--- config.mk ---
export PLATFORM = sky130hd
export DESIGN_NAME = dncs_ctrl
export DESIGN_NICKNAME = d
export VERILOG_FILES = /design/src/rtl/core/dncs_pkg.sv /design/src/rtl/core/dncs_ctrl.sv
export VERILOG_INCLUDE_DIRS = /design/src /design/src/rtl/core
export SDC_FILE = /design/constraint.sdc
export NUM_CORES = 1
export LEC_CHECK = 0
export BUFFER_PORTS_ARGS = -buffer_cell sky130_fd_sc_hd__buf_2
export CORE_MARGIN = 2
export CORE_UTILIZATION = 40
export CTS_CLUSTER_DIAMETER = 80
export CTS_CLUSTER_SIZE = 8
export DETAILED_ROUTE_END_ITERATION = 8
export PLACE_DENSITY = 0.62
export SETUP_SLACK_MARGIN = 0.2
export SYNTH_ARGS = -nofsm -noshare
export SYNTH_HDL_FRONTEND = slang
export SYNTH_SLANG_ARGS = --single-unit
--- constraint.sdc ---
create_clock -name clk_i -period 3.2 [get_ports clk_i]
set_input_delay 0.32 -clock clk_i [delete_from_list [all_inputs] [get_ports clk_i]]
set_output_delay 0.32 -clock clk_i [all_outputs]
set_load 0.02 [all_outputs]
--- src/rtl/core/directional_nearest_corner_search_unit_assert.svh ---
//------------------------------------------------------------------------------
// Assertion macros for the directional nearest corner search unit
// Shared property forms, clocked on clk_i and disabled while rst_ni is low.
//------------------------------------------------------------------------------
`ifndef DIRECTIONAL_NEAREST_CORNER_SEARCH_UNIT_ASSERT_SVH
`define DIRECTIONAL_NEAREST_CORNER_SEARCH_UNIT_ASSERT_SVH

// Same-cycle implication.
`define DNCS_ASSERT_IMP(lbl, pre, post) \
  lbl: assert property (@(posedge clk_i) disable iff (!rst_ni) (pre) |-> (post)) \
    else $error("dncs assertion failed");

// Next-cycle implication.
`define DNCS_ASSERT_NXT(lbl, pre, post) \
  lbl: assert property (@(posedge clk_i) disable iff (!rst_ni) (pre) |=> (post)) \
    else $error("dncs assertion failed");

`endif

--- src/rtl/core/dncs_pkg.sv ---
//------------------------------------------------------------------------------
// dncs_pkg
// Shared constants, codes and control types of the corner search unit.
//------------------------------------------------------------------------------
package dncs_pkg;

  localparam int MAX_POINTS   = 1024;
  localparam int IDX_W        = 10;
  localparam int CNT_W        = 11;
  localparam int COORD_W      = 16;
  localparam int DIR_W        = 16;
  localparam int WGT_W        = 4;
  localparam int COST_W       = 20;
  localparam int ADDR_W       = 3;
  localparam int DRAIN_CYCLES = 32;
  localparam int DRN_W        = 6;

  localparam logic [COST_W-1:0] COST_MAX     = 20'hFFFFF;
  localparam logic [WGT_W-1:0]  RESET_WEIGHT = 4'd5;

  localparam logic [ADDR_W-1:0] REG_ACTIVE_COUNT = 3'd0;
  localparam logic [ADDR_W-1:0] REG_EDGE_WEIGHT  = 3'd4;

  typedef enum logic [1:0] {
    OP_WRITE_POINT = 2'd0,
    OP_WRITE_FLAG  = 2'd1,
    OP_QUERY       = 2'd2,
    OP_RESERVED    = 2'd3
  } op_e;

  typedef enum logic [2:0] {
    ST_CLEAR,
    ST_IDLE,
    ST_REF,
    ST_SCAN,
    ST_DRAIN,
    ST_DONE
  } state_e;

  typedef struct packed {
    logic clear;
    logic write;
    logic query;
    logic ref_load;
    logic scan;
    logic out_load;
  } cmd_t;

  typedef struct packed {
    logic clear_last;
    logic scan_end;
    logic out_busy;
  } sts_t;

endpackage

--- src/rtl/core/dncs_ctrl.sv ---
//------------------------------------------------------------------------------
// dncs_ctrl
// Sequencer: clearing pass, item intake, scan, pipeline drain, result load.
//------------------------------------------------------------------------------
module dncs_ctrl (
  input  logic           clk_i,
  input  logic           rst_ni,
  input  logic           in_valid_i,
  input  logic [1:0]     op_i,
  input  dncs_pkg::sts_t sts_i,
  output logic           in_ready_o,
  output dncs_pkg::cmd_t cmd_o
);

  dncs_pkg::state_e           state_q, state_d;
  logic [dncs_pkg::DRN_W-1:0] drn_q, drn_d;

  always_ff @(posedge clk_i or negedge rst_ni) begin
    if (!rst_ni) begin
      state_q <= dncs_pkg::ST_CLEAR;
      drn_q   <= '0;
    end else begin
      state_q <= state_d;
      drn_q   <= drn_d;
    end
  end

  always_comb begin
    state_d    = state_q;
    drn_d      = drn_q;
    cmd_o      = '0;
    in_ready_o = 1'b0;
    unique case (state_q)
      dncs_pkg::ST_CLEAR: begin
        cmd_o.clear = 1'b1;
        if (sts_i.clear_last) state_d = dncs_pkg::ST_IDLE;
      end
      dncs_pkg::ST_IDLE: begin
        in_ready_o = 1'b1;
        if (in_valid_i) begin
          unique case (dncs_pkg::op_e'(op_i)) inside
            dncs_pkg::OP_WRITE_POINT, dncs_pkg::OP_WRITE_FLAG: cmd_o.write = 1'b1;
            dncs_pkg::OP_QUERY: begin
              cmd_o.query = 1'b1;
              state_d     = dncs_pkg::ST_REF;
            end
            default: ;
          endcase
        end
      end
      dncs_pkg::ST_REF: begin
        cmd_o.ref_load = 1'b1;
        state_d        = dncs_pkg::ST_SCAN;
      end
      dncs_pkg::ST_SCAN: begin
        cmd_o.scan = 1'b1;
        if (sts_i.scan_end) begin
          drn_d   = '0;
          state_d = dncs_pkg::ST_DRAIN;
        end
      end
      dncs_pkg::ST_DRAIN: begin
        drn_d = drn_q + 1'b1;
        if (drn_q == dncs_pkg::DRN_W'(dncs_pkg::DRAIN_CYCLES - 1)) state_d = dncs_pkg::ST_DONE;
      end
      dncs_pkg::ST_DONE: begin
        if (!sts_i.out_busy) begin
          cmd_o.out_load = 1'b1;
          state_d        = dncs_pkg::ST_IDLE;
        end
      end
      default: state_d = dncs_pkg::ST_CLEAR;
    endcase
  end

`include "directional_nearest_corner_search_unit_assert.svh"

  `DNCS_ASSERT_IMP(a_scan_follows_ref,
                   state_q == dncs_pkg::ST_SCAN && $past(state_q) != dncs_pkg::ST_SCAN,
                   $past(state_q) == dncs_pkg::ST_REF)
  `DNCS_ASSERT_IMP(a_done_after_drain,
                   state_q == dncs_pkg::ST_DONE,
                   $past(state_q) == dncs_pkg::ST_DRAIN || $past(state_q) == dncs_pkg::ST_DONE)
  `DNCS_ASSERT_IMP(a_clear_complete,
                   $past(state_q) == dncs_pkg::ST_CLEAR && state_q == dncs_pkg::ST_IDLE,
                   $past(sts_i.clear_last))
  `DNCS_ASSERT_NXT(a_load_returns_idle, cmd_o.out_load, state_q == dncs_pkg::ST_IDLE)

endmodule

Yosys cells after proc, flatten, opt, wreduce, memory -nomap -nowiden:

Index checks and enable logic that the tools add are counted.
W data, S select, Z words.

* multiplexer cells: 19
* $add $sub $neg: 1
* equality and inequality tests: 14
* reductions and logical operators: 6

Operators by type and width (number)
* $mux W3: 6
* $pmux W3 S6: 1
* $ne A2 B2 Y1 const B: 6
* $pmux W6 S2: 1
* $mux W1: 8
* $add A6 B1 Y6 const B: 1
* $eq A3 B2 Y1 const B: 2
* $eq A3 B3 Y1 const B: 2
* $eq A6 B5 Y1 const B: 1
* $mux W6: 1
* $reduce_and A6 Y1: 1
* $mux W2: 2
* $eq A3 B1 Y1 const B: 1
* $logic_not A3 Y1: 1
* $eq A2 B1 Y1 const B: 1
* $eq A2 B2 Y1 const B: 1
* $logic_not A2 Y1: 1
* $reduce_and A2 Y1: 1
* $reduce_bool A2 Y1: 1
* $reduce_or A2 Y1: 1

* flip-flop bits (word level): 9
* logic and storage cells: 42

Longest topological paths before layout:

* word-level depth: 5
* gate-level depth with buffers: 4
* depth with buffers taken out: 4

Worst setup path after synthesis:

No wires, ideal clock.

* kind: reg2out
* start point: register state_q[1]
* end point: output cmd_o[4] (netlist name)
* cell stages (with the launch flop): 5
* arrival time: 1.328 ns
* path buffers: 1
* setup slack: 1.552 ns
* cell sequence: dfrtp_1 -> clkbuf_1 -> nor2b_1 -> nand2b_1 -> nor3b_1

RTL lines
* from (decl): line dncs_ctrl.sv:15 `dncs_pkg::state_e state_q, state_d;`
* from (signal assigned): line dncs_ctrl.sv:20 `state_q <= dncs_pkg::ST_CLEAR;`
* from (signal assigned): line dncs_ctrl.sv:23 `state_q <= state_d;`
* to (decl): line dncs_ctrl.sv:12 `output dncs_pkg::cmd_t cmd_o`

==> flow_summary.yaml <==
run_status:
  outcome: "complete, no violations"
sta:
  rsz0062_at_grt: "no"
  fmax_mhz: 554
  worst_pin_slew_ps: 324
  finalHoldViolCount: 0
  setup_violations: 0
  clock_skew_ps: 0.835
  slew_violations: 0
  min_period_over_period_pct: 56.4
  max-slew-margin-rel_pct: 78.4
  fin_crit_ps: 1800
  finalSetupTns_ps: 0
layout:
  diodes: 0
  drive_gt1_share_pct: 23.8
  final_nets: 90
  final_cell_area_um2: 663
  num-fill-cells: 122
  syn_to_final_growth_pct: 19.9
critical_path:
  critPathBufInv: 1
  worst_setup_path_start_kind: "flip-flop"
  crit_chain: "nor2b_1 > nand2b_1 > nor3b_1 > buf_2"
  crit_family: "flip-flops"
  slowest_stage: "dfrtp_1"
  critical_path_required_ps: 2880
  cp_slowest_stage_delay_ps: 520
  crit_path_end_kind: "primary output"
  crit_arrival_ps: 1480
  crit_type: "flip-flop to primary output"
  cp_max_fo: 13
run:
  maxCapViolCount: 0
placed_design:
  hpwl_um: 840
  routabilityCongestion: 0.790
  place_area_um2: 626
  port_buffers: 14
die:
  ioPinCount: 15
  fp.dieW_um: 41.2
  fp-row-count: 13
  dieArea_um2: 1700
  die_height_um: 41.2
  initial_utilization_pct: 42.5
  core_um2: 1300
routing:
  first_pass_iters: 4
  via_per_inst: 5.26
  finalWirelength_mm: 1.06
  final_antenna_net_count: 0
  vias: 500
  avgRoutedWirePerCell_um: 11.2
  drcViolationCount: 0
  drt_iter0_markers: 18
grt:
  antenna_found_initial: 0
  grt_pass1_vias: 375
  grt_max_degree: 14
  grt-ovfl-total: 0
  globalRouteTotalUtil_pct: 15.2
  grt_pass1_wl_mm: 1.59
power_and_ir_drop:
  p_per_area_nw_per_um2: 800
  cellLeakagePower_nw: 0.308
  ir_drop_mv: 0.344
clocking:
  clkTransAtPathRegs_ps: 60
  cts_inserted_buffers: 3
  cts_resized: 0
  insertion_delay_ps: 260
  cts_tree: "done"
  max-clock-path-buffers: 2
  root_buffer: "clkbuf_4"
  h-tree-depth: 1
  cts.sinks: 9
logic_synthesis:
  synthCells: 65
  ys_ff_latch: 9
  yosysWarnings: 0
  yosysUniqueCellTypes: 25
  yosysSeqAreaShare_pct: 40.7
  syn_area_um2: 553
  syn_area_per_cell_um2: 8.51
  syn_nets: 74
hold_path:
  min_path_type: "input pin to flip-flop"
## where the power goes
group,switching (W),leakage [nW],internal [W]
sequential,0.0000646,0.120,0.000150
clock,0.0000390,0.0177,0.0000460
combinational,0.000131,0.171,0.000100
total,0.000235,0.308,0.000296
## final timing paths
check | depth (start not counted) | startpoint | end | slack [ps]
setup / recovery | 4 | state_q[0]$_DFFE_PN0P_ | cmd_o[4] | 1400
hold / removal | 4 | sts_i[1] | state_q[1]$_DFFE_PN0P_ | 390
setup reg to reg | 3 | state_q[2]$_DFFE_PN0P_ | drn_q[4]$_DFFE_PN0P_ | 1480
hold reg to reg | 2 | drn_q[5]$_DFFE_PN0P_ | drn_q[5]$_DFFE_PN0P_ | 540
max in group asynchronous | 2 | rst_ni | state_q[1]$_DFFE_PN0P_ | 2590
min in group asynchronous | 2 | rst_ni | drn_q[3]$_DFFE_PN0P_ | 430
## through the flow
step                std cells  power (W)  hold WS, ps  worst slack (ps)  utilization [%]
floorplan                  65   0.000388         24.4              1550                -
global placement           90   0.000448          180              1540             48.1
detailed placement         90   0.000448          182              1510             48.1
CTS                        95   0.000537          386              1370             51.0
global route               95   0.000586          407              1260             51.0
finish                     95   0.000530          393              1400             51.0
## flip-flops by register name (all words and copies together), names as in the netlist
register,cells
drn_q,6
state_q,3
## routing by layer
layer	vias to the layer above	GRT usage, %	share of wire (%)
met5	-	0	0
met4	0	7.26	0.75
met3	2	8.15	6.8
met2	13	16.8	42
met1	222	22.6	50
li1	263	-	-
## layout make-up
class | count | area, um^2 | share of cell area [%]
repair buffers | 15 | 80.1 | 12.1
multi-input cells | 51 | 308 | 46.4
flip-flops and latches | 9 | 225 | 34.0
well taps | 15 | 18.8 | 2.83
clock inverters | 1 | 5.00 | 0.755
clock buffers | 3 | 22.5 | 3.40
inverters | 1 | 3.75 | 0.566
## synthesized netlist by cell type, drive strengths merged
master  n  share of area, %
o21ai   2               1.8
nor3    3               2.7
and3b   1               1.6
nand3b  1               1.4
or4     1               1.4
a211oi  1               1.4
nor2    5               3.4
o22ai   1               1.1
mux2i   1               1.8
nand3   3               2.7
o211ai  3               4.1
or3b    2               3.2
nor3b   2               2.7
dfrtp   9                41
ha      1               2.3
nand4b  1               1.6
or4b    2               3.6
inv     1              0.68
clkbuf  4               2.9
nor2b   4               4.5
nand2   7               4.8
a21oi   7               6.3
nand2b  3               3.4
## worst reg2reg max path, delay by kind of cell, from the launching register on
kind / cells / cell delay, ps
flip-flops: 1 / 530
AND/OR/NAND/NOR: 3 / 1130
## cell families after synthesis
family	Yosys count	share of synthesized area, %
compound gates	14	14.7
mux	1	1.81
simple gates	35	36.9
buf+inv	5	3.62
fa+ha+maj	1	2.26
flops	9	40.7
## layout by cell type, fill, tap and decap left out, drive strengths merged, types with 2 or more instances in the layout
cell    count
a21oi       7
buf        14
clkbuf      3
dfrtp       9
nand2       7
nand2b      3
nand3       3
nor2        5
nor2b       4
nor3        3
nor3b       2
o211ai      3
o21ai       2
or3b        2
or4b        2
## repair_timing
| action | 4_1_cts | 5_1_grt |
|---|---|---|
| hold buffers | 1 | 0 |
| buffers inserted | 0 | 0 |
| endpoints found under the hold margin | 9 | 0 |
(Power assumes the default switching activity.)
