File: src/rtl/core/directional_nearest_corner_search_unit_assert.svh
//------------------------------------------------------------------------------
// Assertion macros for the directional nearest corner search unit
// Shared property forms, clocked on clk_i and disabled while rst_ni is low.
//------------------------------------------------------------------------------
`ifndef DIRECTIONAL_NEAREST_CORNER_SEARCH_UNIT_ASSERT_SVH
`define DIRECTIONAL_NEAREST_CORNER_SEARCH_UNIT_ASSERT_SVH

// Same-cycle implication.
`define DNCS_ASSERT_IMP(lbl, pre, post) \
  lbl: assert property (@(posedge clk_i) disable iff (!rst_ni) (pre) |-> (post)) \
    else $error("dncs assertion failed");

// Next-cycle implication.
`define DNCS_ASSERT_NXT(lbl, pre, post) \
  lbl: assert property (@(posedge clk_i) disable iff (!rst_ni) (pre) |=> (post)) \
    else $error("dncs assertion failed");

`endif

File: src/rtl/core/dncs_pkg.sv
//------------------------------------------------------------------------------
// dncs_pkg
// Shared constants, codes and control types of the corner search unit.
//------------------------------------------------------------------------------
package dncs_pkg;

  localparam int MAX_POINTS   = 1024;
  localparam int IDX_W        = 10;
  localparam int CNT_W        = 11;
  localparam int COORD_W      = 16;
  localparam int DIR_W        = 16;
  localparam int WGT_W        = 4;
  localparam int COST_W       = 20;
  localparam int ADDR_W       = 3;
  localparam int DRAIN_CYCLES = 32;
  localparam int DRN_W        = 6;

  localparam logic [COST_W-1:0] COST_MAX     = 20'hFFFFF;
  localparam logic [WGT_W-1:0]  RESET_WEIGHT = 4'd5;

  localparam logic [ADDR_W-1:0] REG_ACTIVE_COUNT = 3'd0;
  localparam logic [ADDR_W-1:0] REG_EDGE_WEIGHT  = 3'd4;

  typedef enum logic [1:0] {
    OP_WRITE_POINT = 2'd0,
    OP_WRITE_FLAG  = 2'd1,
    OP_QUERY       = 2'd2,
    OP_RESERVED    = 2'd3
  } op_e;

  typedef enum logic [2:0] {
    ST_CLEAR,
    ST_IDLE,
    ST_REF,
    ST_SCAN,
    ST_DRAIN,
    ST_DONE
  } state_e;

  typedef struct packed {
    logic clear;
    logic write;
    logic query;
    logic ref_load;
    logic scan;
    logic out_load;
  } cmd_t;

  typedef struct packed {
    logic clear_last;
    logic scan_end;
    logic out_busy;
  } sts_t;

endpackage

File: src/rtl/core/dncs_regs.sv
//------------------------------------------------------------------------------
// dncs_regs
// APB-style configuration registers: active count and edge weight.
//------------------------------------------------------------------------------
module dncs_regs (
  input  logic                              clk_i,
  input  logic                              rst_ni,
  input  logic                              psel,
  input  logic                              penable,
  input  logic                              pwrite,
  input  logic [dncs_pkg::ADDR_W-1:0]       paddr,
  input  logic [31:0]                       pwdata,
  output logic [31:0]                       prdata,
  output logic                              pready,
  output logic [dncs_pkg::CNT_W-1:0]        active_count_o,
  output logic [dncs_pkg::WGT_W-1:0]        edge_weight_o
);

  logic [dncs_pkg::CNT_W-1:0] active_count_q;
  logic [dncs_pkg::WGT_W-1:0] edge_weight_q;
  logic                       wr_en;

  assign pready = 1'b1;
  assign wr_en  = psel && penable && pwrite;

  always_ff @(posedge clk_i or negedge rst_ni) begin
    if (!rst_ni) begin
      active_count_q <= '0;
      edge_weight_q  <= dncs_pkg::RESET_WEIGHT;
    end else if (wr_en) begin
      unique case (paddr)
        dncs_pkg::REG_ACTIVE_COUNT: active_count_q <= pwdata[dncs_pkg::CNT_W-1:0];
        dncs_pkg::REG_EDGE_WEIGHT:  edge_weight_q  <= pwdata[dncs_pkg::WGT_W-1:0];
        default: ;
      endcase
    end
  end

  always_comb begin
    unique case (paddr)
      dncs_pkg::REG_ACTIVE_COUNT: prdata = 32'(active_count_q);
      dncs_pkg::REG_EDGE_WEIGHT:  prdata = 32'(edge_weight_q);
      default:                    prdata = '0;
    endcase
  end

  assign active_count_o = active_count_q;
  assign edge_weight_o  = edge_weight_q;

endmodule

File: config.mk
export PLATFORM = sky130hd
export DESIGN_NAME = dncs_regs
export DESIGN_NICKNAME = d
export VERILOG_FILES = /design/src/rtl/core/directional_nearest_corner_search_unit_assert.svh /design/src/rtl/core/dncs_pkg.sv /design/src/rtl/core/dncs_regs.sv
export SDC_FILE = /design/constraint.sdc
export NUM_CORES = 1
export LEC_CHECK = 0
export ABC_AREA = 1
export BUFFER_PORTS_ARGS = -buffer_cell sky130_fd_sc_hd__buf_2
export CELL_PAD_IN_SITES_DETAIL_PLACEMENT = 1
export CELL_PAD_IN_SITES_GLOBAL_PLACEMENT = 2
export CORE_UTILIZATION = 17
export CTS_BUF_LIST = sky130_fd_sc_hd__clkbuf_8
export DETAILED_ROUTE_END_ITERATION = 16
export PLACE_DENSITY = 0.81
export SLEW_MARGIN = 30
export SYNTH_ARGS = -nofsm -noshare
export SYNTH_HDL_FRONTEND = slang
export SYNTH_SLANG_ARGS = --single-unit
File: constraint.sdc
create_clock -name clk_i -period 1 [get_ports clk_i]
set_clock_uncertainty 0.2 [all_clocks]
set_input_delay 0.15 -clock clk_i [delete_from_list [all_inputs] [get_ports clk_i]]
set_output_delay 0.15 -clock clk_i [all_outputs]
set_load 0.05 [all_outputs]
**Yosys cells after proc, flatten, opt, wreduce, memory -nomap -nowiden**

Index checks and enable logic that the tools add are counted.

- Input bits: 40
- Output and inout bits: 48
- Latch bits: 0
- Register bits: 15
- Memories: 0
- Memory bits (writable): 0
- Logic and storage cells: 9
- ROM bits: 0

- Shift operators: 0
- Equal/unequal tests: 1
- Muxes and demuxes: 1
- Div/mod/pow operators: 0
- Bitwise logic cells: 0
- Reduce and logical (&&, ||, !) cells: 5
- $lt $le $gt $ge: 0
- $mul: 0
- Add/sub/neg operators: 0

Operators with widths:

| operator | count |
|---|---|
| 11-bit case mux with 2 select lines | 1 |
| 2-bit AND reduction | 2 |
| 3-bit equality test, second input constant | 1 |
| 3-bit logical NOT | 1 |
| 1-bit logical AND | 2 |

**Logic depth before layout (Yosys ltp)**

Gate-level depths: netlist of run 1.

- Word-level depth: 3
- Mapped depth: 6
- Mapped depth without buffers: 5

**Worst setup path after synthesis of run 1**

Ideal clock, no wire load.

- Path type: reg2out
- From: register edge_weight_q, in the netlist edge_weight_o[0]
- To: output port prdata[0]
- Cell stages (with the launch flop): 3
- Required time: 0.650 ns
- Buffers on the path: 0
- Slack: -1.211 ns
- Arrival time: 1.861 ns
- Cells stage by stage: dfstp_2 inv_1 o21ai_0

- Longest elaborated chain between the ends: 1

Ends and longest elaborated chain:

| what | line | RTL |
|---|---|---|
| start: declaration | dncs_regs.sv:20 | `logic [dncs_pkg::WGT_W-1:0] edge_weight_q;` |
| start signal: assignment | dncs_regs.sv:29 | `edge_weight_q <= dncs_pkg::RESET_WEIGHT;` |
| start signal: assignment | dncs_regs.sv:33 | `dncs_pkg::REG_EDGE_WEIGHT: edge_weight_q <= pwdata[dncs_pkg::WGT_W-1:0];` |
| 11-bit case mux with 2 select lines | dncs_regs.sv:40 | `unique case (paddr)` |
| end: declaration | dncs_regs.sv:13 | `output logic [31:0] prdata,` |

No other way between the ends.

**Worst setup path in the final report of run 1**

- From: register edge_weight_q, in the netlist edge_weight_o[2]
- To: output port prdata[2]

Same word-level chain as after synthesis.

==> flow_metrics.env, run 1 <==
export IMPL_routed_wl_um=3542
export IMPL_overflow=0
export IMPL_failed_checks="negative hold slack, negative setup slack"
export IMPL_dp_slack_ns=-0.4489
export IMPL_io_buffer_count=44
export IMPL_reg2reg_depth=4
export IMPL_die_area_um2=6365
export IMPL_grt_util_all_layers=0.1119
export IMPL_drc=0
export IMPL_fin_nets=254
export IMPL_leakage_uw=0.0009759
export IMPL_yosysSeqAreaShare=0.3674
export IMPL_dp_hpwl_um=2340
export IMPL_path_clk_slew_ns=0.06
export IMPL_path_class="reg -> out"
export IMPL_coreArea_um2=5675
export IMPL_rsz0062_at_grt="yes"
export IMPL_synthCells=129
export IMPL_initial_utilization=0.1812
export IMPL_wl_per_cell_um=12.43
export IMPL_ys_ff_latch=15
export IMPL_multi_input_area_um2=589.3
export IMPL_setup_ws_ns=-0.4828
export IMPL_cp_required_ns=0.65
export IMPL_path_max_fanout=2
export IMPL_status="complete, but fails checks"
export IMPL_yosys_cell_types_count=17
export IMPL_whs_ns=-0.05812
export IMPL_setup_viol=40
export IMPL_nFillCells=639
export IMPL_yosysWarnings=0
export IMPL_avgSynthCellArea_um2=7.973
export IMPL_grt_start_max_net_pins=16
export IMPL_synth_area_top_cells="dfrtp_1, buf_4, o21bai_1"
export IMPL_hold_class="in -> reg"
export IMPL_synth_area_um2=1028
export IMPL_period_minus_slack_ns=1.483
export IMPL_min_delay_path_depth=3
export IMPL_ir_worst_vdd_v=0.0008288
export IMPL_dr_pass1_iters=4
export IMPL_hold_viol_final=6
export IMPL_synth_top_cell_by_area="dfrtp_1"
export IMPL_cts_tree="yes"
export IMPL_endpoint_kind="output pin"
export IMPL_place_congestion=0.6984
export IMPL_antenna_found_initial=0
export IMPL_vias_per_cell=3.818
export IMPL_report_final_slew_viol_count=0
export IMPL_antenna_cells=0
export IMPL_drive_gt1_frac=0.6150
export IMPL_synth_top_area_share=0.3163
export IMPL_grt_pass1_wl_um=5361
export IMPL_htreeDepth=1
export IMPL_vias=1088
export IMPL_drtIter0Drc=36
export IMPL_cap_violations=0
export IMPL_dieHeight_um=79.78
export IMPL_fmax_mhz=674.4
export IMPL_startpoint_type="flop"
export IMPL_cts_hold_buf=9
export IMPL_cellPowerDensity_nw_per_um2=1734
export IMPL_area_growth_pct=101.5
export IMPL_layout_commonest_cell="buf_6"
export IMPL_layout_cells_most_common_list="buf_6, conb_1, nand2_1, buf_2, inv_2"
export IMPL_seq_area_um2=394.1
export IMPL_cts_sinks=15
export IMPL_cts_buffers_inserted=3
export IMPL_postRouteAntennaNets=0
export IMPL_rows=27
export IMPL_first_global_vias=1080
export IMPL_setup_tns_ns=-9.544
export IMPL_cp_arrival_ns=1.13
export IMPL_min_period_over_period=1.483
export IMPL_root_buffer="clkbuf_8"
export IMPL_clk_latency_ns=0.24
export IMPL_die_w_um=79.78
export IMPL_cts_buffer_depth=2
export IMPL_io_pins=88
[cell type report]
cell class / count / area share
Tap cell: 72 / 0.04348
Clock buffer: 3 / 0.01993
Timing Repair Buffer: 86 / 0.4257
Inverter: 19 / 0.03442
Sequential cell: 15 / 0.1902
Multi-Input combinational cell: 89 / 0.2844
Clock inverter: 1 / 0.001812
[final timing paths]
path / startpoint / to / slack [ns]
worst max register to register: edge_weight_o[2] / edge_weight_o[2] / -0.16
worst min register to register: active_count_o[10] / active_count_o[10] / 0.45
worst max-delay path: edge_weight_o[2] / prdata[2] / -0.48
max in group asynchronous: rst_ni / edge_weight_o[0] / 0.13
worst min-delay path: pwdata[2] / edge_weight_o[2] / -0.06
min in group asynchronous: rst_ni / edge_weight_o[1] / 0.17
[sequential cells by signal (all words and copies together), names as in the netlist]
register        count
active_count_o     11
edge_weight_o       4
[stage by stage]
step                      total power (uW)  std cells  utilization  area (um2)
after floorplan                       2146        149            -        1220
after global placement                2452        255       0.2549        1446
after detailed placement              2474        255       0.2549        1446
after CTS                             3489        282       0.3514        1994
after global routing                  3763        285       0.3651        2072
final                                 3593        285       0.3651        2072
[cells by family after synthesis]
family                 after synthesis  synth area share
buffers and inverters               45            0.2676
AND/OR/NAND/NOR                     48            0.2287
AO/OA/AOI/OAI                       19            0.1290
other                                2          0.007302
flip-flops                          15            0.3674
[worst max-delay path, cell delays in order (launching register included)]
cell     delay (ns)
dfstp_2        0.54
inv_2          0.05
o21ai_4        0.13
buf_6          0.18
[synthesized netlist by cell type]
cell and number:
buf_2 1, conb_1 2, nand2_1 20, o21ai_0 4, inv_2 1, dfstp_2 2
nand2_4 1, buf_6 3, dfrtp_1 13, nand3_2 2, nor2_4 2, nor2_1 8
o21bai_1 15, nand3_1 14, inv_1 18, buf_4 22, nand2_2 1
[power by group]
group | switching (uW) | leakage [uW] | total, uW | internal (uW)
sequential | 126 | 0.000156 | 916 | 790
combinational | 1290 | 0.000793 | 2190 | 898
clock | 218 | 0.0000269 | 489 | 272
total | 1630 | 0.000976 | 3590 | 1960
[routing by layer]
metal | GRT usage | wire length, um | part of all wire | vias to the layer above
li1 | - | - | - | 524
met1 | 0.1340 | 1420 | 0.40 | 523
met2 | 0.2000 | 1920 | 0.54 | 39
met3 | 0.01600 | 168 | 0.047 | 2
met4 | 0.04286 | 34 | 0.0096 | 0
met5 | 0 | 0 | 0 | -
[timing repair]
action | in CTS | in global routing
resized for setup | 82 | 16
endpoints found under the setup margin | 39 | 41
setup buffers | 14 | 5
gates cloned | 0 | 0
endpoints found under the hold margin | 30 | 6
pin swaps | 14 | 18
Power figures use the tool's default switching activity.
==> inputs of run 2 (changes only) <==
RECOVER_POWER = 100   (was not set)
==> flow_metrics.env, run 2 (synthesis gave the netlist of run 1 again) <==
export IMPL_status="complete, but fails checks"
export IMPL_failed_checks="negative hold slack, negative setup slack"
export IMPL_critPathSlowestCell="dfstp_2"
export IMPL_layout_cells_most_common_list="buf_6, conb_1, nand2_1, inv_2, buf_2"
export IMPL_whs_ns=-0.05822
export IMPL_grt_util_all_layers=0.1119
export IMPL_io_pins=88
export IMPL_wl_met3_um=168
export IMPL_startpoint_type="flop"
export IMPL_dpl_cell_area_um2=1446
export IMPL_setup_viol=40
export IMPL_nFillCells=639
export IMPL_period_minus_slack_ns=1.483
export IMPL_cellPowerDensity_nw_per_um2=1734
export IMPL_cts_buffer_depth=2
export IMPL_place_congestion=0.6984
export IMPL_antenna_cells=0
export IMPL_fin_nets=254
export IMPL_leakage_uw=0.0009761
export IMPL_drc=0
export IMPL_highest_layer="met4"
export IMPL_antenna_found_initial=0
export IMPL_io_buffer_count=44
export IMPL_grt_start_max_net_pins=16
export IMPL_initial_utilization=0.1812
export IMPL_report_final_slew_viol_count=0
export IMPL_ir_worst_vdd_v=0.0008288
export IMPL_reg2reg_to="edge_weight_o[2]"
export IMPL_wl_met2_um=1918
export IMPL_area_growth_pct=101.5
export IMPL_grt_pass1_wl_um=5361
export IMPL_die_w_um=79.78
export IMPL_min_to="edge_weight_o[2]"
export IMPL_clk_latency_ns=0.24
export IMPL_crit_family="flip-flops"
export IMPL_vias_per_cell=3.804
export IMPL_cp_required_ns=0.65
export IMPL_dp_hpwl_um=2340
export IMPL_dieHeight_um=79.78
export IMPL_cts_sinks=15
export IMPL_wl_per_cell_um=12.43
export IMPL_path_class="reg -> out"
export IMPL_hold_path_startpoint="pwdata[2]"
export IMPL_cp_buffers_inverters=2
export IMPL_cts_buffers_inserted=3
export IMPL_reg2reg_depth=4
export IMPL_seq_area_um2=394.1
export IMPL_die_area_um2=6365
export IMPL_dr_pass1_iters=3
export IMPL_root_buffer="clkbuf_8"
export IMPL_hold_viol_final=6
export IMPL_reg2reg_from="edge_weight_o[2]"
export IMPL_met1_length_um=1421
export IMPL_first_global_vias=1080
export IMPL_min_delay_path_depth=3
export IMPL_endpoint_kind="output pin"
export IMPL_fmax_mhz=674.4
export IMPL_drtIter0Drc=36
export IMPL_largest_reg_flops=11
export IMPL_stdcell_area_um2=2072
export IMPL_rsz0062_at_grt="yes"
export IMPL_cap_violations=0
export IMPL_layout_commonest_cell="buf_6"
export IMPL_routed_wl_um=3542
export IMPL_drive_gt1_frac=0.6150
export IMPL_min_period_over_period=1.483
export IMPL_crit_chain="inv_2, o21ai_4, buf_6"
export IMPL_path_clk_slew_ns=0.06
export IMPL_multi_input_area_um2=589.3
export IMPL_rows=27
export IMPL_coreArea_um2=5675
export IMPL_vias=1084
export IMPL_path_max_fanout=2
export IMPL_setup_ws_ns=-0.4828
export IMPL_postRouteAntennaNets=0
export IMPL_cts_hold_buf=9
export IMPL_cts_tree="yes"
export IMPL_hold_class="in -> reg"
export IMPL_overflow=0
export IMPL_finalPower_uw=3592
export IMPL_r2r_setup_slack_ns=-0.16
export IMPL_htreeDepth=1
export IMPL_cpPeakStageDelay_ns=0.54
export IMPL_cp_arrival_ns=1.13
==> run 2: cell types whose count changed in the layout (fill, tap and decap cells not counted) <==
cell and delta:
clkbuf_2 +1, buf_2 -1
==> run 2: report_power, final <==
part / total [uW] / switching (uW) / leakage [uW] / internal (uW)
combinational: 2190 / 1290 / 0.000793 / 898
clock: 489 / 218 / 0.0000269 / 272
sequential: 916 / 126 / 0.000156 / 790
==> run 2: layout make-up <==
type	count	area share
Clock buffer	3	0.01993
Clock inverter	1	0.001812
Timing Repair Buffer	86	0.4257
Multi-Input combinational cell	89	0.2844
Inverter	19	0.03442
Sequential cell	15	0.1902
Tap cell	72	0.04348
==> run 2: what timing repair did <==
action,4_1_cts,5_1_grt
pin swaps,14,18
setup endpoints to repair,39,41
hold endpoints to repair,30,6
buffers inserted,14,5
resized for setup,82,16
==> run 2: stage by stage <==
step	util	instances	setup TNS, ns	setup WS [ns]
global placement	0.2549	255	-9.074	-0.4519
floorplan	-	149	-4.114	-0.4288
finish	0.3651	285	-9.543	-0.4828
global route	0.3651	285	-11.02	-0.5142
detailed placement	0.2549	255	-9.324	-0.4489
CTS	0.3514	282	-9.415	-0.4622
==> run 2: worst max-delay path by stage <==
| stage | start | cells past startpoint | endpoint | slack (ns) |
|---|---|---|---|---|
| finish | edge_weight_o[2] | 3 | prdata[2] | -0.48 |
| global route | edge_weight_o[2] | 3 | prdata[2] | -0.51 |
| CTS | edge_weight_o[0] | 3 | prdata[0] | -0.46 |
| detailed placement | paddr[1] | 5 | prdata[0] | -0.45 |
| global placement | paddr[1] | 5 | prdata[2] | -0.45 |
| floorplan | edge_weight_o[0] | 2 | prdata[0] | -0.43 |
==> run 2: worst min-delay path: stages <==
cell	delay, ns
buf_2	0.11
nand3_1	0.08
nand2_1	0.05
==> run 2: routing by layer <==
layer,global-route usage,up-vias
li1,-,524
met1,0.1340,519
met2,0.2000,39
met3,0.01600,2
met4,0.04286,0
met5,0,-
==> inputs of run 3 (changes only) <==
CELL_PAD_IN_SITES_DETAIL_PLACEMENT = not set   (was 1)
CELL_PAD_IN_SITES_GLOBAL_PLACEMENT = not set   (was 2)
CORE_UTILIZATION = 35   (was 17)
PLACE_DENSITY = 0.82   (was 0.81)
==> flow_metrics.env, run 3 (synthesis gave the netlist of run 1 again) <==
export IMPL_status="complete, but fails checks"
export IMPL_failed_checks="negative hold slack, negative setup slack"
export IMPL_layout_commonest_cell="buf_6"
export IMPL_drtIter0Drc=12
export IMPL_placed_cells_incl_taps=214
export IMPL_cts_sinks=15
export IMPL_rsz0062_at_grt="yes"
export IMPL_vias=1015
export IMPL_cts_tree="yes"
export IMPL_cellPowerDensity_nw_per_um2=1904
export IMPL_final_core_util=0.6608
export IMPL_htreeDepth=1
export IMPL_path_max_fanout=2
export IMPL_first_global_vias=946
export IMPL_layout_cells_most_common_list="buf_6, conb_1, nand2_1, buf_2, o21bai_1"
export IMPL_io_pins=88
export IMPL_dr_pass1_iters=4
export IMPL_endpoint_kind="output pin"
export IMPL_initial_utilization=0.3698
export IMPL_routed_wl_um=2765
export IMPL_clk_latency_ns=0.24
export IMPL_die_w_um=56.21
export IMPL_fin_nets=244
export IMPL_overflow=0
export IMPL_leakage_uw=0.0009014
export IMPL_rows=19
export IMPL_setup_ws_ns=-0.4784
export IMPL_stdcell_area_um2=1838
export IMPL_cts_buffers_inserted=3
export IMPL_layout_cells_non_filler=234
export IMPL_coreArea_um2=2781
export IMPL_dp_hpwl_um=1749
export IMPL_path_clk_slew_ns=0.06
export IMPL_wl_per_cell_um=11.82
export IMPL_nFillCells=204
export IMPL_dpl_cell_area_um2=1395
export IMPL_dieHeight_um=56.21
export IMPL_min_period_over_period=1.478
export IMPL_fmax_mhz=676.4
export IMPL_setup_viol=39
export IMPL_startpoint_type="flop"
export IMPL_cp_arrival_ns=1.13
export IMPL_area_growth_pct=78.71
export IMPL_cts_buffer_depth=2
export IMPL_antenna_found_initial=0
export IMPL_hold_class="in -> reg"
export IMPL_period_minus_slack_ns=1.478
export IMPL_cap_violations=0
export IMPL_die_area_um2=3160
export IMPL_hold_viol_final=5
export IMPL_drc=0
export IMPL_io_buffer_count=44
export IMPL_grt_start_max_net_pins=16
export IMPL_grt_util_all_layers=0.1715
export IMPL_root_buffer="clkbuf_8"
export IMPL_report_final_slew_viol_count=0
export IMPL_postRouteAntennaNets=0
export IMPL_cts_hold_buf=9
export IMPL_path_class="reg -> out"
export IMPL_whs_ns=-0.05544
export IMPL_ir_worst_vdd_v=0.001328
export IMPL_place_congestion=0.7315
export IMPL_grt_pass1_wl_um=4195
export IMPL_drive_gt1_frac=0.5862
export IMPL_vias_per_cell=4.338
export IMPL_largest_reg_flops=11
export IMPL_dp_slack_ns=-0.4103
export IMPL_finalPower_uw=3500
export IMPL_cp_required_ns=0.65
export IMPL_antenna_cells=0
==> run 3: changes by cell type in the layout (fill, tap and decap cells not counted), moves of 2 or more <==
cell,before,now
nand3_1,14,12
inv_2,15,12
buf_8,14,8
buf_6,33,26
buf_2,15,17
nand3_2,2,4
nand2_4,0,2
inv_1,5,8
nand2_8,2,0
buf_4,12,14
==> run 3: worst paths after layout <==
check / startpoint / end / slack [ns] / cells after the start
worst max-delay path: edge_weight_o[2] / prdata[2] / -0.48 / 3
worst min register to register: edge_weight_o[2] / edge_weight_o[2] / 0.40 / 3
worst min-delay path: pwdata[1] / edge_weight_o[1] / -0.06 / 3
min in group asynchronous: rst_ni / active_count_o[2] / 0.19 / 2
worst max register to register: edge_weight_o[3] / edge_weight_o[3] / -0.14 / 5
max in group asynchronous: rst_ni / edge_weight_o[2] / 0.10 / 2
==> run 3: area by class of cell <==
| type | instances | area [um2] | area share |
|---|---|---|---|
| inverters | 19 | 71.32 | 0.03880 |
| clock inverters | 1 | 3.754 | 0.002042 |
| well taps | 31 | 38.79 | 0.02110 |
| clock buffers | 3 | 41.29 | 0.02246 |
| flip-flops and latches | 15 | 394.1 | 0.2144 |
| multi-input cells | 89 | 570.5 | 0.3104 |
| repair buffers | 76 | 718.2 | 0.3907 |
==> run 3: metrics by stage <==
| stage | setup TNS (ns) | hold WS, ns |
|---|---|---|
| global placement | -8.241 | -0.1290 |
| CTS | -7.837 | -0.05047 |
| floorplan | -4.114 | -0.3456 |
| finish | -8.124 | -0.05544 |
| detailed placement | -8.671 | -0.1254 |
| global route | -9.530 | -0.04791 |
==> run 3: critical path: stages, from the launching register on <==
cell and delay, ns:
dfstp_2 0.54, inv_2 0.05, o21ai_4 0.14, buf_8 0.16
==> run 3: routing by layer <==
layer,up-vias,global-route usage,routed length [um]
met5,-,0,0
met4,0,0.07666,51
met3,4,0.01163,88
met2,37,0.3163,1566
met1,468,0.2012,1059
li1,506,-,-
==> run 3: report_power, final <==
group / switching [uW] / internal (uW) / leakage [uW]
Sequential: 121 / 789 / 0.000156
Combinational: 1270 / 838 / 0.000718
Clock: 214 / 271 / 0.0000269
Total: 1600 / 1900 / 0.000901
==> run 3: timing repair <==
action,4_1_cts,5_1_grt
endpoints found under the setup margin,39,41
endpoints found under the hold margin,30,5
pin swaps,1,3
setup buffers,2,6
resized for setup,61,15
